**src/assert_macros.svh**
```systemverilog
// assertion helpers used by the top-level rtl file
`ifndef ASSERT_MACROS_SVH
`define ASSERT_MACROS_SVH

// implication checked at every rising clock edge out of reset
`define LCFB_ASSERT_IMP(label, clk, rstn, ante, cons) \
    label: assert property (@(posedge clk) disable iff (!(rstn)) (ante) |-> (cons)) \
        else $error("implication check failed");

// expression that must hold at every rising clock edge out of reset
`define LCFB_ASSERT_ALWAYS(label, clk, rstn, expr) \
    label: assert property (@(posedge clk) disable iff (!(rstn)) (expr)) \
        else $error("invariant check failed");

`endif

```
**src/lcfb_pkg.sv**
```systemverilog
`timescale 1ns / 1ps
`default_nettype none
package lcfb_pkg;

    typedef enum logic [1:0] {
        OP_HEADER = 2'd0,
        OP_PIXEL  = 2'd1,
        OP_SYNC   = 2'd2,
        OP_BRIGHT = 2'd3
    } opcode_t;

    typedef enum logic [1:0] {
        REG_ORDER_FIRST  = 2'd0,
        REG_ORDER_SECOND = 2'd1,
        REG_ORDER_THIRD  = 2'd2,
        REG_NONE         = 2'd3
    } reg_index_t;

    localparam int COUNT_W  = 9;
    localparam int LEVEL_W  = 16;
    localparam int PIXEL_LEN = 3;
    localparam int QDEPTH   = 4;
    localparam int QPTR_W   = $clog2(QDEPTH);

    // frame byte positions
    localparam int MAC_LEN  = 12;
    localparam int TYPE_AT  = 12;
    localparam int DATA_AT  = 13;

    localparam logic [7:0] TYPE_PIX = 8'h55;
    localparam logic [7:0] TYPE_SYN = 8'h01;
    localparam logic [7:0] TYPE_BRT = 8'h0A;
    localparam logic [7:0] HDR_TAIL0 = 8'h08;
    localparam logic [7:0] HDR_TAIL1 = 8'h88;
    localparam logic [7:0] SYN_MARK0 = 8'h07;
    localparam logic [7:0] SYN_MARK1 = 8'h05;

    // destination then source address
    localparam logic [7:0] MAC_HEAD [MAC_LEN] = '{
        8'h11, 8'h22, 8'h33, 8'h44, 8'h55, 8'h66,
        8'h22, 8'h22, 8'h33, 8'h44, 8'h55, 8'h66
    };

    typedef struct packed {
        opcode_t              kind;
        logic [15:0]          row;
        logic [15:0]          first;
        logic [COUNT_W-1:0]   count;
        logic [7:0]           bright;
        logic [7:0]           px0;
        logic [7:0]           px1;
        logic [7:0]           px2;
        logic                 last;
    } cmd_t;

    typedef struct packed {
        logic full;
        logic nonempty;
    } q_stat_t;

endpackage
`default_nettype wire

```
**src/lcfb_front.sv**
```systemverilog
`timescale 1ns / 1ps
`default_nettype none
module lcfb_front #(
    parameter int MAX_PIXELS = 497
) (
    input  wire logic                    aclk,
    input  wire logic                    aresetn,
    input  wire logic                    cfg_wr_en,
    input  wire logic [1:0]              cfg_index,
    input  wire logic [1:0]              cfg_wdata,
    input  wire logic                    in_valid,
    output logic                         in_ready,
    input  wire lcfb_pkg::opcode_t       opcode,
    input  wire logic [15:0]             row_number,
    input  wire logic [15:0]             first_pixel,
    input  wire logic [8:0]              pixel_count,
    input  wire logic [15:0]             level,
    input  wire logic [7:0]              source_channel_0,
    input  wire logic [7:0]              source_channel_1,
    input  wire logic [7:0]              source_channel_2,
    input  wire lcfb_pkg::q_stat_t       q_stat,
    output logic                         push,
    output lcfb_pkg::cmd_t               push_cmd,
    output logic                         remaining_zero
);
    import lcfb_pkg::*;

    logic [1:0]         order_first_reg, order_second_reg, order_third_reg;
    logic [COUNT_W-1:0] remaining_reg, remaining_next;
    logic [COUNT_W-1:0] count_sat;
    logic [7:0]         bright;
    logic               accept;

    function automatic logic [7:0] pick(input logic [1:0] sel, input logic [7:0] c0,
                                        input logic [7:0] c1, input logic [7:0] c2);
        logic [7:0] r;
        case (sel)
            2'd0:    r = c0;
            2'd1:    r = c1;
            2'd2:    r = c2;
            default: r = 8'h00;
        endcase
        return r;
    endfunction

    assign in_ready       = !q_stat.full;
    assign accept         = in_valid && in_ready;
    assign remaining_zero = (remaining_reg == '0);

    assign count_sat = (pixel_count > COUNT_W'(MAX_PIXELS)) ? COUNT_W'(MAX_PIXELS)
                                                            : pixel_count;

    always_comb begin
        if (level[15]) begin
            bright = 8'h00;
        end else if (level[14:8] != '0) begin
            bright = 8'hFF;
        end else begin
            bright = level[7:0];
        end
    end

    always_comb begin
        push_cmd.kind   = opcode;
        push_cmd.row    = row_number;
        push_cmd.first  = first_pixel;
        push_cmd.count  = count_sat;
        push_cmd.bright = bright;
        push_cmd.px0    = pick(order_first_reg, source_channel_0, source_channel_1,
                               source_channel_2);
        push_cmd.px1    = pick(order_second_reg, source_channel_0, source_channel_1,
                               source_channel_2);
        push_cmd.px2    = pick(order_third_reg, source_channel_0, source_channel_1,
                               source_channel_2);
        push_cmd.last   = 1'b1;
        push            = accept;
        remaining_next  = remaining_reg;
        unique case (opcode) inside
            OP_HEADER: begin
                push_cmd.last  = (count_sat == '0);
                remaining_next = count_sat;
            end
            OP_PIXEL: begin
                // pixel with nothing outstanding is dropped
                push_cmd.last = (remaining_reg == COUNT_W'(1));
                push          = accept && !remaining_zero;
                if (!remaining_zero) begin
                    remaining_next = remaining_reg - COUNT_W'(1);
                end
            end
            OP_SYNC, OP_BRIGHT: begin
                remaining_next = '0;
            end
            default: begin
                remaining_next = remaining_reg;
            end
        endcase
    end

    always_ff @(posedge aclk) begin
        if (!aresetn) begin
            remaining_reg    <= '0;
            order_first_reg  <= 2'd0;
            order_second_reg <= 2'd1;
            order_third_reg  <= 2'd2;
        end else begin
            if (accept) begin
                remaining_reg <= remaining_next;
            end
            if (cfg_wr_en) begin
                case (reg_index_t'(cfg_index))
                    REG_ORDER_FIRST:  order_first_reg  <= cfg_wdata;
                    REG_ORDER_SECOND: order_second_reg <= cfg_wdata;
                    REG_ORDER_THIRD:  order_third_reg  <= cfg_wdata;
                    default: ;
                endcase
            end
        end
    end

endmodule
`default_nettype wire

```
**src/lcfb_queue.sv**
```systemverilog
`timescale 1ns / 1ps
`default_nettype none
module lcfb_queue (
    input  wire logic               aclk,
    input  wire logic               aresetn,
    input  wire logic               push,
    input  wire lcfb_pkg::cmd_t     push_cmd,
    input  wire logic               pop,
    output lcfb_pkg::cmd_t          head_cmd,
    output lcfb_pkg::q_stat_t       q_stat
);
    import lcfb_pkg::*;

    cmd_t               mem [QDEPTH];
    logic [QPTR_W-1:0]  wr_ptr_reg, rd_ptr_reg;
    logic [QPTR_W:0]    count_reg;
    logic               do_push, do_pop;

    assign q_stat.full     = (count_reg == (QPTR_W+1)'(QDEPTH));
    assign q_stat.nonempty = (count_reg != '0);
    assign do_push         = push && !q_stat.full;
    assign do_pop          = pop && q_stat.nonempty;
    assign head_cmd        = mem[rd_ptr_reg];

    always_ff @(posedge aclk) begin
        if (do_push) begin
            mem[wr_ptr_reg] <= push_cmd;
        end
    end

    always_ff @(posedge aclk) begin
        if (!aresetn) begin
            wr_ptr_reg <= '0;
            rd_ptr_reg <= '0;
            count_reg  <= '0;
        end else begin
            if (do_push) begin
                wr_ptr_reg <= wr_ptr_reg + QPTR_W'(1);
            end
            if (do_pop) begin
                rd_ptr_reg <= rd_ptr_reg + QPTR_W'(1);
            end
            case ({do_push, do_pop})
                2'b10:   count_reg <= count_reg + (QPTR_W+1)'(1);
                2'b01:   count_reg <= count_reg - (QPTR_W+1)'(1);
                default: count_reg <= count_reg;
            endcase
        end
    end

endmodule
`default_nettype wire

```
**src/lcfb_back.sv**
```systemverilog
`timescale 1ns / 1ps
`default_nettype none
module lcfb_back #(
    parameter int PIXEL_HEADER_LEN = 21,
    parameter int SYNC_FRAME_LEN   = 64,
    parameter int BRIGHT_FRAME_LEN = 64
) (
    input  wire logic               aclk,
    input  wire logic               aresetn,
    input  wire lcfb_pkg::cmd_t     head_cmd,
    input  wire lcfb_pkg::q_stat_t  q_stat,
    output logic                    pop,
    output logic                    out_valid,
    input  wire logic               out_ready,
    output logic [7:0]              out_byte,
    output logic                    end_of_frame,
    output logic                    busy
);
    import lcfb_pkg::*;

    localparam int MaxA   = (PIXEL_HEADER_LEN > SYNC_FRAME_LEN) ? PIXEL_HEADER_LEN
                                                                : SYNC_FRAME_LEN;
    localparam int MaxLen = (MaxA > BRIGHT_FRAME_LEN) ? MaxA : BRIGHT_FRAME_LEN;
    localparam int IdxW   = $clog2(MaxLen);

    cmd_t            cmd_reg;
    logic            busy_reg;
    logic [IdxW-1:0] idx_reg;
    logic [IdxW-1:0] last_idx;
    logic            at_last;
    logic            out_free;
    logic            emit;
    logic            m_valid_reg;
    logic [7:0]      m_byte_reg;
    logic            m_last_reg;

    function automatic logic [7:0] frame_byte(input cmd_t c, input logic [IdxW-1:0] i);
        logic [7:0] b;
        b = 8'h00;
        if (c.kind == OP_PIXEL) begin
            case (i)
                IdxW'(0): b = c.px0;
                IdxW'(1): b = c.px1;
                default:  b = c.px2;
            endcase
        end else if (i < IdxW'(MAC_LEN)) begin
            b = MAC_HEAD[i[3:0]];
        end else if (i == IdxW'(TYPE_AT)) begin
            unique case (c.kind)
                OP_HEADER: b = TYPE_PIX;
                OP_SYNC:   b = TYPE_SYN;
                default:   b = TYPE_BRT;
            endcase
        end else begin
            unique case (c.kind)
                OP_HEADER: begin
                    case (i)
                        IdxW'(DATA_AT + 0): b = c.row[15:8];
                        IdxW'(DATA_AT + 1): b = c.row[7:0];
                        IdxW'(DATA_AT + 2): b = c.first[15:8];
                        IdxW'(DATA_AT + 3): b = c.first[7:0];
                        IdxW'(DATA_AT + 4): b = 8'(c.count[COUNT_W-1:8]);
                        IdxW'(DATA_AT + 5): b = c.count[7:0];
                        IdxW'(DATA_AT + 6): b = HDR_TAIL0;
                        IdxW'(DATA_AT + 7): b = HDR_TAIL1;
                        default:            b = 8'h00;
                    endcase
                end
                OP_SYNC: begin
                    case (i)
                        IdxW'(DATA_AT + 0):  b = SYN_MARK0;
                        IdxW'(DATA_AT + 22): b = c.bright;
                        IdxW'(DATA_AT + 23): b = SYN_MARK1;
                        IdxW'(DATA_AT + 25): b = c.bright;
                        IdxW'(DATA_AT + 26): b = c.bright;
                        IdxW'(DATA_AT + 27): b = c.bright;
                        default:             b = 8'h00;
                    endcase
                end
                default: begin
                    case (i)
                        IdxW'(DATA_AT + 0): b = c.bright;
                        IdxW'(DATA_AT + 1): b = c.bright;
                        IdxW'(DATA_AT + 2): b = c.bright;
                        default:            b = 8'h00;
                    endcase
                end
            endcase
        end
        return b;
    endfunction

    always_comb begin
        unique case (cmd_reg.kind)
            OP_HEADER: last_idx = IdxW'(PIXEL_HEADER_LEN - 1);
            OP_PIXEL:  last_idx = IdxW'(PIXEL_LEN - 1);
            OP_SYNC:   last_idx = IdxW'(SYNC_FRAME_LEN - 1);
            default:   last_idx = IdxW'(BRIGHT_FRAME_LEN - 1);
        endcase
    end

    assign at_last  = (idx_reg == last_idx);
    assign out_free = !m_valid_reg || out_ready;
    assign emit     = busy_reg && out_free;
    // next command loads as the last word of the current one goes out
    assign pop      = q_stat.nonempty && (!busy_reg || (emit && at_last));

    assign out_valid    = m_valid_reg;
    assign out_byte     = m_byte_reg;
    assign end_of_frame = m_last_reg;
    assign busy         = busy_reg;

    always_ff @(posedge aclk) begin
        if (pop) begin
            cmd_reg <= head_cmd;
        end
        if (emit) begin
            m_byte_reg <= frame_byte(cmd_reg, idx_reg);
            m_last_reg <= cmd_reg.last && at_last;
        end
    end

    always_ff @(posedge aclk) begin
        if (!aresetn) begin
            busy_reg    <= 1'b0;
            idx_reg     <= '0;
            m_valid_reg <= 1'b0;
        end else begin
            if (emit) begin
                m_valid_reg <= 1'b1;
            end else if (out_ready) begin
                m_valid_reg <= 1'b0;
            end
            if (pop) begin
                busy_reg <= 1'b1;
                idx_reg  <= '0;
            end else if (emit) begin
                if (at_last) begin
                    busy_reg <= 1'b0;
                end
                idx_reg <= idx_reg + IdxW'(1);
            end
        end
    end

endmodule
`default_nettype wire

```
**src/led_card_frame_builder.sv**
```systemverilog
// channel  | dir | handshake          | payload
// s_       | in  | s_tvalid/s_tready  | s_tdata row, first pixel, count, level, ch0..ch2; s_tuser opcode
// m_       | out | m_tvalid/m_tready  | m_tdata frame byte; m_tlast end of frame
// cfg_     | in  | cfg_wr_en          | cfg_index, cfg_wdata channel order registers
//
// one frame byte leaves per cycle while m_tready is high and commands wait; a pixel word is 3 bytes,
// a header PIXEL_HEADER_LEN, a sync SYNC_FRAME_LEN and a brightness frame BRIGHT_FRAME_LEN, set by the byte sequencer
// commands enter a four-entry queue at one per cycle while it has room
// reset (aresetn, synchronous, active low) clears the queue, sequencer and pixel count
// a stalled m_ side fills the queue, then s_tready drops
`timescale 1ns / 1ps
`default_nettype none
`include "assert_macros.svh"
module led_card_frame_builder #(
    parameter int PIXEL_HEADER_LEN = 21,
    parameter int SYNC_FRAME_LEN   = 64,
    parameter int BRIGHT_FRAME_LEN = 64,
    parameter int MAX_PIXELS       = 497
) (
    input  wire logic        aclk,
    input  wire logic        aresetn,
    input  wire logic        cfg_wr_en,
    input  wire logic [1:0]  cfg_index,
    input  wire logic [1:0]  cfg_wdata,
    input  wire logic        s_tvalid,
    output logic             s_tready,
    // row_number[15:0], first_pixel[31:16], pixel_count[40:32], level[56:41],
    // source_channel_0[64:57], source_channel_1[72:65], source_channel_2[80:73], zero fill
    input  wire logic [87:0] s_tdata,
    // opcode[1:0]
    input  wire logic [1:0]  s_tuser,
    output logic             m_tvalid,
    input  wire logic        m_tready,
    // out_byte[7:0]
    output logic [7:0]       m_tdata,
    output logic             m_tlast
);
    import lcfb_pkg::*;

    logic    push, pop, remaining_zero, busy;
    cmd_t    push_cmd, head_cmd;
    q_stat_t q_stat;

    lcfb_front #(
        .MAX_PIXELS(MAX_PIXELS)
    ) u_front (
        .aclk             (aclk),
        .aresetn          (aresetn),
        .cfg_wr_en        (cfg_wr_en),
        .cfg_index        (cfg_index),
        .cfg_wdata        (cfg_wdata),
        .in_valid         (s_tvalid),
        .in_ready         (s_tready),
        .opcode           (opcode_t'(s_tuser)),
        .row_number       (s_tdata[15:0]),
        .first_pixel      (s_tdata[31:16]),
        .pixel_count      (s_tdata[40:32]),
        .level            (s_tdata[56:41]),
        .source_channel_0 (s_tdata[64:57]),
        .source_channel_1 (s_tdata[72:65]),
        .source_channel_2 (s_tdata[80:73]),
        .q_stat           (q_stat),
        .push             (push),
        .push_cmd         (push_cmd),
        .remaining_zero   (remaining_zero)
    );

    lcfb_queue u_queue (
        .aclk     (aclk),
        .aresetn  (aresetn),
        .push     (push),
        .push_cmd (push_cmd),
        .pop      (pop),
        .head_cmd (head_cmd),
        .q_stat   (q_stat)
    );

    lcfb_back #(
        .PIXEL_HEADER_LEN (PIXEL_HEADER_LEN),
        .SYNC_FRAME_LEN   (SYNC_FRAME_LEN),
        .BRIGHT_FRAME_LEN (BRIGHT_FRAME_LEN)
    ) u_back (
        .aclk         (aclk),
        .aresetn      (aresetn),
        .head_cmd     (head_cmd),
        .q_stat       (q_stat),
        .pop          (pop),
        .out_valid    (m_tvalid),
        .out_ready    (m_tready),
        .out_byte     (m_tdata),
        .end_of_frame (m_tlast),
        .busy         (busy)
    );

    `LCFB_ASSERT_IMP(a_push_needs_accept, aclk, aresetn, push, s_tvalid && s_tready && !q_stat.full)
    `LCFB_ASSERT_IMP(a_drop_idle_pixel, aclk, aresetn, s_tvalid && s_tready && s_tuser == OP_PIXEL && remaining_zero, !push)
    `LCFB_ASSERT_IMP(a_pop_nonempty, aclk, aresetn, pop, q_stat.nonempty)
    `LCFB_ASSERT_IMP(a_pop_starts_busy, aclk, aresetn, pop, ##1 busy)

endmodule
`default_nettype wire

```
**config.mk**
```make
export PLATFORM = sky130hd
export DESIGN_NAME = led_card_frame_builder
export DESIGN_NICKNAME = d
export VERILOG_FILES = /design/src/lcfb_pkg.sv /design/src/lcfb_front.sv /design/src/lcfb_queue.sv /design/src/lcfb_back.sv /design/src/led_card_frame_builder.sv
export VERILOG_INCLUDE_DIRS = /design/src /design/src/src
export SDC_FILE = /design/constraint.sdc
export NUM_CORES = 1
export LEC_CHECK = 0
export BUFFER_PORTS_ARGS = -buffer_cell sky130_fd_sc_hd__buf_4
export CAP_MARGIN = 20
export CORE_ASPECT_RATIO = 0.6
export CORE_MARGIN = 2
export CORE_UTILIZATION = 50
export DETAILED_ROUTE_END_ITERATION = 10
export PLACE_DENSITY = 0.72
export SYNTH_ARGS = -nofsm -noshare
export SYNTH_HDL_FRONTEND = slang
export SYNTH_SLANG_ARGS = --single-unit
```
**constraint.sdc**
```tcl
create_clock -name aclk -period 4.8 [get_ports aclk]
set_clock_uncertainty 0.15 [all_clocks]
set_input_delay 0.48 -clock aclk [delete_from_list [all_inputs] [get_ports aclk]]
set_output_delay 0.48 -clock aclk [all_outputs]
set_load 0.02 [all_outputs]
```
# Yosys cells after proc, flatten, opt, wreduce, memory -nomap -nowiden
# Memory sizes are Yosys's and may differ from the RTL's. A register that Yosys moved wholly into a read port is not among the register bits.
# Index checks and enable logic that the tools add are counted.
# op_classes
n_reduce_logical	39
n_bitwise	2
mux	30
n_eq_ne	34
addsub	6
order_cmp	3
# op_table
op	count
one-hot mux 8 bit (3 select lines)	4
2-to-1 mux 8 bit	8
one-hot mux 8 bit (8 select lines)	1
one-hot mux 8 bit (2 select lines)	2
== test 6 x 5 -> 1 bit (second input constant)	5
== test 6 bit (second input constant)	5
one-hot mux 9 bit (3 select lines)	1
== test 6 x 4 -> 1 bit (second input constant)	4
zero test 9 bit	2
2-to-1 mux 9 bit	2
== test 2 bit (second input constant)	8
== test 2 x 1 -> 1 bit (second input constant)	7
one-hot mux 7 bit (2 select lines)	1
zero test 2 bit	6
one-hot mux 6 bit (2 select lines)	1
== test 9 x 1 -> 1 bit (second input constant)	1
greater-than comparator 9 bit (second input constant)	1
subtractor 9 x 1 -> 9 bit (second input constant)	1
logical AND 1 bit	8
2-to-1 mux 1 bit	8
AND reduction 2 bit	4
nonzero test 2 bit	4
nonzero test 7 bit	1
adder 6 x 1 -> 6 bit (second input constant)	1
other kinds (21)	28
# totals
output_inout_bits	11
inputBits	99
memories	2
elab_cells	128
rom_bits	128
ram_bits	304
reg_bits	39
# memory_table
name	words	word_bits	read_ports	rd_ports_with_merged_regs	wr	line	rtl
u_queue.mem	4	76	1	1	1	lcfb_queue.sv:14	cmd_t mem [QDEPTH];
(name not given)	16	8	1	0	0	lcfb_back.sv:47	b = MAC_HEAD[i[3:0]];

# Depth between registers and ports, before layout
# Gate-level depths: netlist of run 1.
# logic_depth
word_depth	9
ltp_mapped	12
mapped_depth_nobuf	10

# Cells and area by module
# Synthesis of run 1 repeated with hierarchy kept, for this count alone.
# unflattened
hier_cells	1010
area_unflattened_um2	17474.3
# modules_own_cells
mod	n_inst	area_per_inst_um2	cells_each	seq_area_each_um2
lcfb_queue	1	11494.8	449	9308.9
lcfb_back	1	4106.4	295	2712.6
lcfb_front	1	1873.0	266	300.3

# Worst setup path after synthesis of run 1
# No wires, ideal clock.
# synth_timing
path_type	reg2reg
startpoint	register u_front.remaining_reg[0]
endpoint	memory u_queue.mem[0][0] (netlist name) (enable)
synth_period_minus_slack_ns	5.138
path_slack_ns	-0.338
path_buffers	2
setup_time_ns	0.512
t_arrival_ns	4.476
t_required_ns	4.138
path_stages_with_launch	7
path_cell_list	dfxtp_1 > inv_1 > ha_1 > a41o_2 > buf_6 > buf_12 > nor2_1
# synth_between
elab_chain_len	7
# synth_lines
element	line	rtl
from (decl)	lcfb_front.sv:29	logic [COUNT_W-1:0] remaining_reg, remaining_next;
from (signal assigned)	lcfb_front.sv:108	remaining_reg <= remaining_next;
zero test 9 bit	lcfb_front.sv:48	assign remaining_zero = (remaining_reg == '0);
zero test 1 bit	lcfb_front.sv:86	push = accept && !remaining_zero;
logical AND 1 bit	lcfb_front.sv:86	
2-to-1 mux 1 bit	lcfb_front.sv:78	unique case (opcode) inside
logical AND 1 bit	lcfb_queue.sv:21	assign do_push = push && !q_stat.full;
2-to-1 mux 1 bit	lcfb_queue.sv:26	if (do_push) begin
2-to-1 mux 1 bit (implied by the code)	lcfb_queue.sv:27	mem[wr_ptr_reg] <= push_cmd;
to (decl)	lcfb_queue.sv:14	
# Every way passes these cells.

# Worst setup path after layout of run 1
# layout_timing
startpoint	register u_front.remaining_reg[2]
endpoint	register u_queue.count_reg[2]
# layout_between
elab_chain_len	7
# layout_lines
element	line	rtl
zero test 9 bit *	lcfb_front.sv:48	
zero test 1 bit *	lcfb_front.sv:86	
logical AND 1 bit *	lcfb_front.sv:86	
2-to-1 mux 1 bit *	lcfb_front.sv:78	
logical AND 1 bit *	lcfb_queue.sv:21	
== test 2 x 1 -> 1 bit or == test 2 bit (tied branches)	lcfb_queue.sv:43	case ({do_push, do_pop})
one-hot mux 3 bit (2 select lines) or nonzero test 2 bit (tied branches)	-	
to (signal assigned)	lcfb_queue.sv:44	2'b10: count_reg <= count_reg + (QPTR_W+1)'(1);
to (signal assigned)	lcfb_queue.sv:45	2'b01: count_reg <= count_reg - (QPTR_W+1)'(1);
to (signal assigned)	lcfb_queue.sv:46	default: count_reg <= count_reg;
to (decl)	lcfb_queue.sv:16	logic [QPTR_W:0] count_reg;
# Every way passes the cells marked *; elsewhere a longest branch is shown, timed or not.
# A chain may end at the register's enable or synchronous reset.

==> results of run 1 <==
==> cell type report <==
class                           count  area [sq um]
Sequential cell                   419         12300
Antenna cell                        1          2.50
Timing Repair Buffer              147          1220
Tap cell                          459           574
Inverter                           32           120
Fill cell                        2462         13800
Multi-Input combinational cell    457          4280
Clock buffer                       50          1040
Clock inverter                     19           134
==> final timing paths <==
check	cells after the start	endpoint	startpoint
worst min-delay path	1	u_queue.mem[1][39]$_DFFE_PP_	s_tdata[38]
worst min register to register	2	u_front.remaining_reg[5]$_SDFFE_PN0P_	u_front.remaining_reg[5]$_SDFFE_PN0P_
worst max register to register	9	u_queue.count_reg[2]$_SDFFE_PN0P_	u_front.remaining_reg[2]$_SDFFE_PN0P_
worst max-delay path	9	u_queue.count_reg[2]$_SDFFE_PN0P_	u_front.remaining_reg[2]$_SDFFE_PN0P_
==> through the flow <==
stage	util (%)	setup WS [ns]	hold WS [ns]	total power (W)
2_1_floorplan	-	-0.338	0.299	0.00686
3_3_place_gp	54.2	1.61	0.322	0.00762
3_5_place_dp	54.2	1.50	0.318	0.00769
4_1_cts	58.7	1.43	0.00858	0.0106
5_1_grt	58.7	1.26	0.0152	0.0109
6_report	58.7	1.43	0.0286	0.0105
==> timing repair <==
action	4_1_cts	5_1_grt
setup buffers	0	0
resized for setup	0	0
endpoints found under the hold margin	128	0
hold buffers	32	0
==> per-layer routing <==
metal | vias up | global-route usage [%] | part of all wire (%)
li1 | 4102 | - | -
met1 | 4720 | 32.4 | 46
met2 | 386 | 30.3 | 45
met3 | 45 | 3.91 | 7.6
met4 | 0 | 5.43 | 1.7
met5 | - | 0 | 0
==> power by group <==
group          internal [W]  switching (W)  leakage [nW]
Clock               0.00159        0.00128         0.567
Combinational      0.000900        0.00126          2.11
Sequential          0.00500       0.000447          3.83
Total               0.00749        0.00299          6.51
==> cells by family after synthesis <==
| kind of cell | count (synthesis) | synth area share [%] |
|---|---|---|
| flip-flops | 419 | 72.7 |
| AND/OR/NAND/NOR | 181 | 5.62 |
| AO/OA/AOI/OAI | 143 | 5.87 |
| multiplexers | 109 | 12.1 |
| buffers and inverters | 86 | 2.20 |
| adder cells (fa/ha/maj) | 13 | 1.01 |
| XOR/XNOR | 11 | 0.570 |
==> cell usage in the layout, fill, tap and decap left out, drive strengths merged, types with 9 or more instances in the layout <==
cell / n
a222oi: 9
inv: 31
nand3: 10
clkinv: 17
mux4: 76
dlygate4sd3: 32
ha: 12
buf: 115
mux2i: 33
dfxtp: 30
edfxtp: 389
nor2: 46
nand2: 53
clkbuf: 50
o21ai: 42
a21oi: 42
==> cell usage after synthesis, types with 3 or more instances <==
cell       instances
buf_1              4
edfxtp_1         389
nor2b_1            7
nand2_1           53
o2111ai_1          3
mux2i_1           33
dfxtp_1           30
and2_1             8
o211ai_1           5
nand3_1           10
clkbuf_1          33
inv_1             29
and3b_1            3
nor2_1            46
nor3_1             6
nor4_1             4
a22oi_1            3
and3_1             7
mux4_2            76
a31oi_1            3
a2111o_1           3
nand2b_1           5
a21oi_1           41
nor3b_1            6
a222oi_1           9
buf_2             13
xor2_1             5
ha_1              12
o22ai_1            4
o21ai_0           39
xnor2_1            6
or3_1              8
a221o_1            8
a221oi_1           5
==> worst max-delay path, stage by stage, from the launching register on <==
cell	delay (ns)
dfxtp_1	0.36
or4_4	0.61
nor4_2	0.25
a41o_2	0.58
ha_1	0.28
inv_1	0.06
fa_1	0.37
xor2_1	0.16
or3_1	0.31
a21oi_1	0.14
==> summary.md, run 1 <==
| Metric | Value |
|---|---|
| Startpoint Class | flop |
| Buffers on Ports | 102 |
| Async set-or-reset flop fraction in the synthesized netlist | 0% |
| Share of the synthesized area in the top cell type | 69.1% |
| First-pass GRT wire length | 54900 um |
| Layout net count | 1208 |
| Initial Util | 50.4% |
| Die Span Y | 146 um |
| GRT Resource Usage Total | a little over 20% |
| Post-layout instance area | 0.0197 sq mm |
| Mapped Nets | approximately 1100 |
| Die area | 0.0353 sq mm |
| Placed inst area | 0.0182 sq mm |
| Share of cells above drive strength 1 | 23.8% |
| Row cnt | 52 |
| CP Class | reg2reg |
| Critical Path Fanout Max | 21 |
| RePlAce Congestion | between 0.8 and 0.9 |
| CP arrival | 3.68 ns |
| Setup violators final | 0 |
| Gr ovfl total | 0 |
| Maximum clock path buffer count | 3 |
| CTS Buf Count | 39 |
| Relative slew slack | 28.8% |
| Syn Std Cell Area | about 0.017 sq mm |
| Drt pass-1 iters | 5 |
| Post-synth EDFFs | 389 |
| Max FFs per register | 304 |
| CTS sink cnt | 419 |
| Via count | 9253 |
| Leakage | 6.51 nW |
| Setup_tns | 0 ns |
| Synth area leader | edfxtp_1 |
| Wire length per cell | 22.5 um |
| Worst Tran Pin Value | 1.07 ns |
| PD cells | 533 mW/mm^2 |
| Vias in the first global route | between 9000 and 10000 |
| Fin. Hold Viols | 0 |
| Worst Path Required | between 5 and 6 ns |
| IO Count | between 100 and 150 |
| Min Tclk post-route | approximately 3.4 ns |
| Clk root buf | clkbuf_16 |
| Die width | 241 um |
| Worst Setup End Kind | flop |
| Yosys warns | 0 |
| Clock Pin Slew Worst Setup and Hold Paths | 0.06 ns |
| Hold Path Class | in2reg |
| Avg Vias per Cell | between 5 and 6 |
| TritonCTS clock tree | done |
| Register-to-Register Setup Slack | between 1 and 1.5 ns |
| Netlist cell types | 72 |
| Final ANT Viol Nets | 0 |
| Core Box Area | 0.0335 sq mm |
| Initial antenna violation count | 1 |
| Largest net degree at the start of global routing | between 70 and 80 |
| Run status | complete, no violations |
| Post-Syn Instances | just under 1000 |
| Non-Filler Instances | 1584 |
| Synth area leaders | edfxtp_1, mux4_2, dfxtp_1 |
| Initial DRC count | 1159 |
| Synthesized flop and latch total | 419 |
| Drt total wl | 35600 um |
| Clk_lat worst skew | 0.54 ns |
| Placed cells | 1482 |
| Dpl hpwl | about 23000 um |
| Slew Viols, Final | 0 |
| Top FF cell, synth | edfxtp_1 |
| CTS H-Tree Depth | 2 |
| Seq/Total Area, Yosys | 72.7% |
| Peak supply drop | slightly below 0.6 mV |
| RSZ-0062 raised after global routing | no |
| Layout area overhead | 16.3% |
| Final worst-path cycle share | 70.2% |
| Syn Area/Cell | 17.6 sq um |
| Fmax | 297 MHz |
| Max Cap Violations | 0 |
| DRC viols | 0 |
No activity file was read; power rests on OpenSTA's default activity.
==> inputs of run 2 (changes only) <==
--- a/config.mk
+++ b/config.mk
@@ -6,6 +6,7 @@
 export SDC_FILE = /design/constraint.sdc
 export NUM_CORES = 1
 export LEC_CHECK = 0
+export ABC_AREA = 1
 export BUFFER_PORTS_ARGS = -buffer_cell sky130_fd_sc_hd__buf_4
 export CAP_MARGIN = 20
 export CORE_ASPECT_RATIO = 0.6
==> constraint.sdc (replaced) <==
create_clock -name aclk -period 2.95 [get_ports aclk]
set_clock_uncertainty 0.15 [all_clocks]
set_input_delay 0.295 -clock aclk [delete_from_list [all_inputs] [get_ports aclk]]
set_output_delay 0.295 -clock aclk [all_outputs]
set_load 0.02 [all_outputs]
==> run 2 against run 1 <==
Against the previous run: global-route usage is 1.2 points higher; critical endpoint unchanged; first-iteration DRC count rose by 6.0%; synthesized cell count rose by 49%; non-clock buffer count grew 38; highest routed layer unchanged; sequential power is 57% higher; wire length increased by 11%; cell area rose by 3.4%; register-to-register slack lost 1.3 ns; die area up 1.3%; count of clock-buffer cells in the layout decreased by 2; hold slack better by 0.0095 ns.
==> summary.md, run 2 <==
| Metric | Value |
|---|---|
| Register-to-Register Setup Slack | 0.17 ns |
| Initial DRC count | between 1000 and 1500 |
| Die area | 0.0358 sq mm |
| Leakage | 7.36 nW |
| Yosys warns | 0 |
| PD cells | 873 mW/mm^2 |
| Post-Syn Instances | roughly 1400 |
| RePlAce Congestion | 0.887 |
| Clock Pin Slew Worst Setup and Hold Paths | about 0.06 ns |
| Total power | 0.0177 W |
| Wire length per cell | between 15 and 20 um |
| Largest net degree at the start of global routing | 122 |
| Relative slew slack | 56.8% |
| Initial antenna violation count | 0 |
| Clk root buf | clkbuf_16 |
| Worst Tran Pin Value | 0.645 ns |
| Netlist cell types | 44 |
| TritonCTS clock tree | done |
| GRT Resource Usage Total | roughly 22% |
| CP arrival | 3.04 ns |
| Min Tclk post-route | 2.78 ns |
| Fin. Hold Viols | 0 |
| CTS H-Tree Depth | 2 |
| Seq/Total Area, Yosys | 71.7% |
| Gr ovfl total | 0 |
| CTS sink cnt | about 420 |
| Syn Std Cell Area | roughly 0.017 sq mm |
| CP Class | reg2reg |
| Worst Hold Path Cells | 3 |
| Fmax | 360 MHz |
| Drt total wl | 39400 um |
| Drt pass-1 iters | 5 |
| Slew Viols, Final | 0 |
| Synth area leaders | edfxtp_1, o21ai_0, nor2_1 |
| Startpoint Class | flop |
| CTS Buf Count | 38 |
| Post-synth top cells | edfxtp_1, nor2_1, nand2_1 |
| Via count | 11469 |
| First-pass GRT wire length | 61000 um |
| Buffers on Ports | between 100 and 150 |
| # diodes | 0 |
| Commonest cells after routing, fill and taps aside | edfxtp_1, nand2_1, nor2_1 |
| Maximum clock path buffer count | 3 |
| Reg-to-Reg Start | u_back.cmd_reg[75]$_DFFE_PP_ |
| Avg Vias per Cell | 5.51 |
| Most common cell in the netlist | edfxtp_1 |
| Layout area overhead | 18.7% |
| WHS | 0.0382 ns |
| Syn Area/Cell | 12.0 sq um |
| Post-synth EDFFs | 389 |
| Layout net count | 1707 |
| Peak supply drop | about 0.62 mV |
| Synthesized flop and latch total | between 400 and 500 |
| Die Span Y | 147 um |
| Min-delay src | s_tdata[57] |
| Setup violators final | 0 |
| Share of the synthesized area in the top cell type | between 60% and 70% |
| Reg2reg end | u_queue.count_reg[2]$_SDFFE_PN0P_ |
| DRC viols | 0 |
| Vias in the first global route | approximately 11000 |
| R2r worst-path depth | 13 |
| Core Box Area | about 0.034 sq mm |
| Top FF cell, synth | edfxtp_1 |
| Commonest non-fill, non-tap cell in the layout | edfxtp_1 |
| Async set-or-reset flop fraction in the synthesized netlist | 0% |
| Hold Path Class | in2reg |
| Row cnt | 52 |
| Critical Path Fanout Max | 6 |
| IO Count | 110 |
| Dpl hpwl | about 25000 um |
| Share of cells above drive strength 1 | 14.2% |
| Max Cap Violations | 0 |
| Worst Path Required | 3.21 ns |
| Run status | complete, no violations |
| Mapped Nets | 1544 |
| Clk_lat worst skew | 0.55 ns |
| Final worst-path cycle share | between 90 and 100% |
| Initial Util | 50.8% |
| Fill cells | 2667 |
| Die width | roughly 240 um |
| Max FFs per register | slightly above 300 |
| RSZ-0062 raised after global routing | no |
| Worst Setup End Kind | flop |
| Worst Hold End | u_queue.mem[2][1]$_DFFE_PP_ |
| Synth area leader | edfxtp_1 |
| Final ANT Viol Nets | 0 |
-- run 2: changes by cell type in the layout (fill, tap and decap cells not counted), moves of 33 or more --
| cell | previous run | this run |
|---|---|---|
| nor2_1 | 42 | 195 |
| nand2_1 | 53 | 196 |
| o21ai_0 | 39 | 176 |
| o22ai_1 | 4 | 79 |
| nand3_1 | 10 | 46 |
| mux2i_1 | 33 | 0 |
| inv_1 | 28 | 87 |
| mux4_2 | 76 | 0 |
-- run 2: worst max-delay path: stages (launching register included) --
cell      delay (ns)
edfxtp_1        0.52
nor2_2          0.18
xor2_1          0.21
nand4_1         0.15
nand2_2         0.13
nand2_4         0.08
clkinv_4        0.06
ha_1            0.14
inv_1           0.08
fa_1            0.42
a21oi_1         0.17
o21ai_0         0.13
o21ai_1         0.16
a21oi_1         0.06
-- run 2: worst max path at each step --
stage | from | endpoint | slack, ns | cells after the start
floorplan | u_queue.count_reg[0]$_SDFFE_PN0P_ | u_queue.mem[0][0]$_DFFE_PP_ | -0.68 | 6
global placement | u_back.cmd_reg[75]$_DFFE_PP_ | u_queue.count_reg[2]$_SDFFE_PN0P_ | 0.33 | 13
detailed placement | u_back.cmd_reg[74]$_DFFE_PP_ | u_queue.count_reg[2]$_SDFFE_PN0P_ | 0.19 | 15
CTS | u_back.cmd_reg[74]$_DFFE_PP_ | u_queue.count_reg[2]$_SDFFE_PN0P_ | 0.15 | 15
global route | u_back.cmd_reg[75]$_DFFE_PP_ | u_queue.count_reg[2]$_SDFFE_PN0P_ | 0.008 | 13
finish | u_back.cmd_reg[75]$_DFFE_PP_ | u_queue.count_reg[2]$_SDFFE_PN0P_ | 0.17 | 13
-- run 2: cell type report --
type	instances	area, sq um	share of cell area, %
clock buffers	48	988	4.86
clock inverters	21	190	0.935
inverters	100	383	1.88
multi-input cells	851	4240	20.8
flip-flops and latches	419	12300	60.4
well taps	459	574	2.82
repair buffers	185	1680	8.24
-- run 2: routing by layer --
layer | vias up | wire length [um] | GRT usage, %
met2 | 442 | 17100 | 31.9
met3 | 51 | 3100 | 3.70
met4 | 0 | 537 | 4.45
li1 | 5444 | - | -
met5 | - | 0 | 0
met1 | 5532 | 18700 | 35.0
-- run 2: metrics by stage --
stage | setup slack (ns) | std cells | TNS [ns] | instance area, sq um | utilization, %
2_1_floorplan | -0.682 | 1432 | -207.23 | 17100 | -
3_3_place_gp | 0.328 | 1957 | 0 | 18600 | 55.2
3_5_place_dp | 0.186 | 1957 | 0 | 18600 | 55.2
4_1_cts | 0.147 | 2081 | 0 | 20300 | 60.3
5_1_grt | 0.00805 | 2083 | 0 | 20300 | 60.3
6_report | 0.170 | 2083 | 0 | 20300 | 60.3
-- run 2: power by group --
part,switching (W),total [W],internal [W]
sequential,0.000448,0.00858,0.00814
combinational,0.00306,0.00439,0.00133
clock,0.00212,0.00477,0.00265
-- run 2: kinds of logic (layout without fill, tap and decap cells) --
kind of cell	after synthesis	count (layout)	share of synthesized area [%]
AND/OR/NAND/NOR	490	490	12.0
flip-flops	419	419	71.7
AO/OA/AOI/OAI	338	338	11.0
buffers and inverters	162	354	3.78
adder cells (fa/ha/maj)	13	13	0.993
XOR/XNOR	10	10	0.511
-- run 2: timing repair --
action	CTS	global route
hold buffers	55	0
resized for setup	0	2
endpoints found under the setup margin	0	1
endpoints found under the hold margin	184	0
setup buffers	0	2
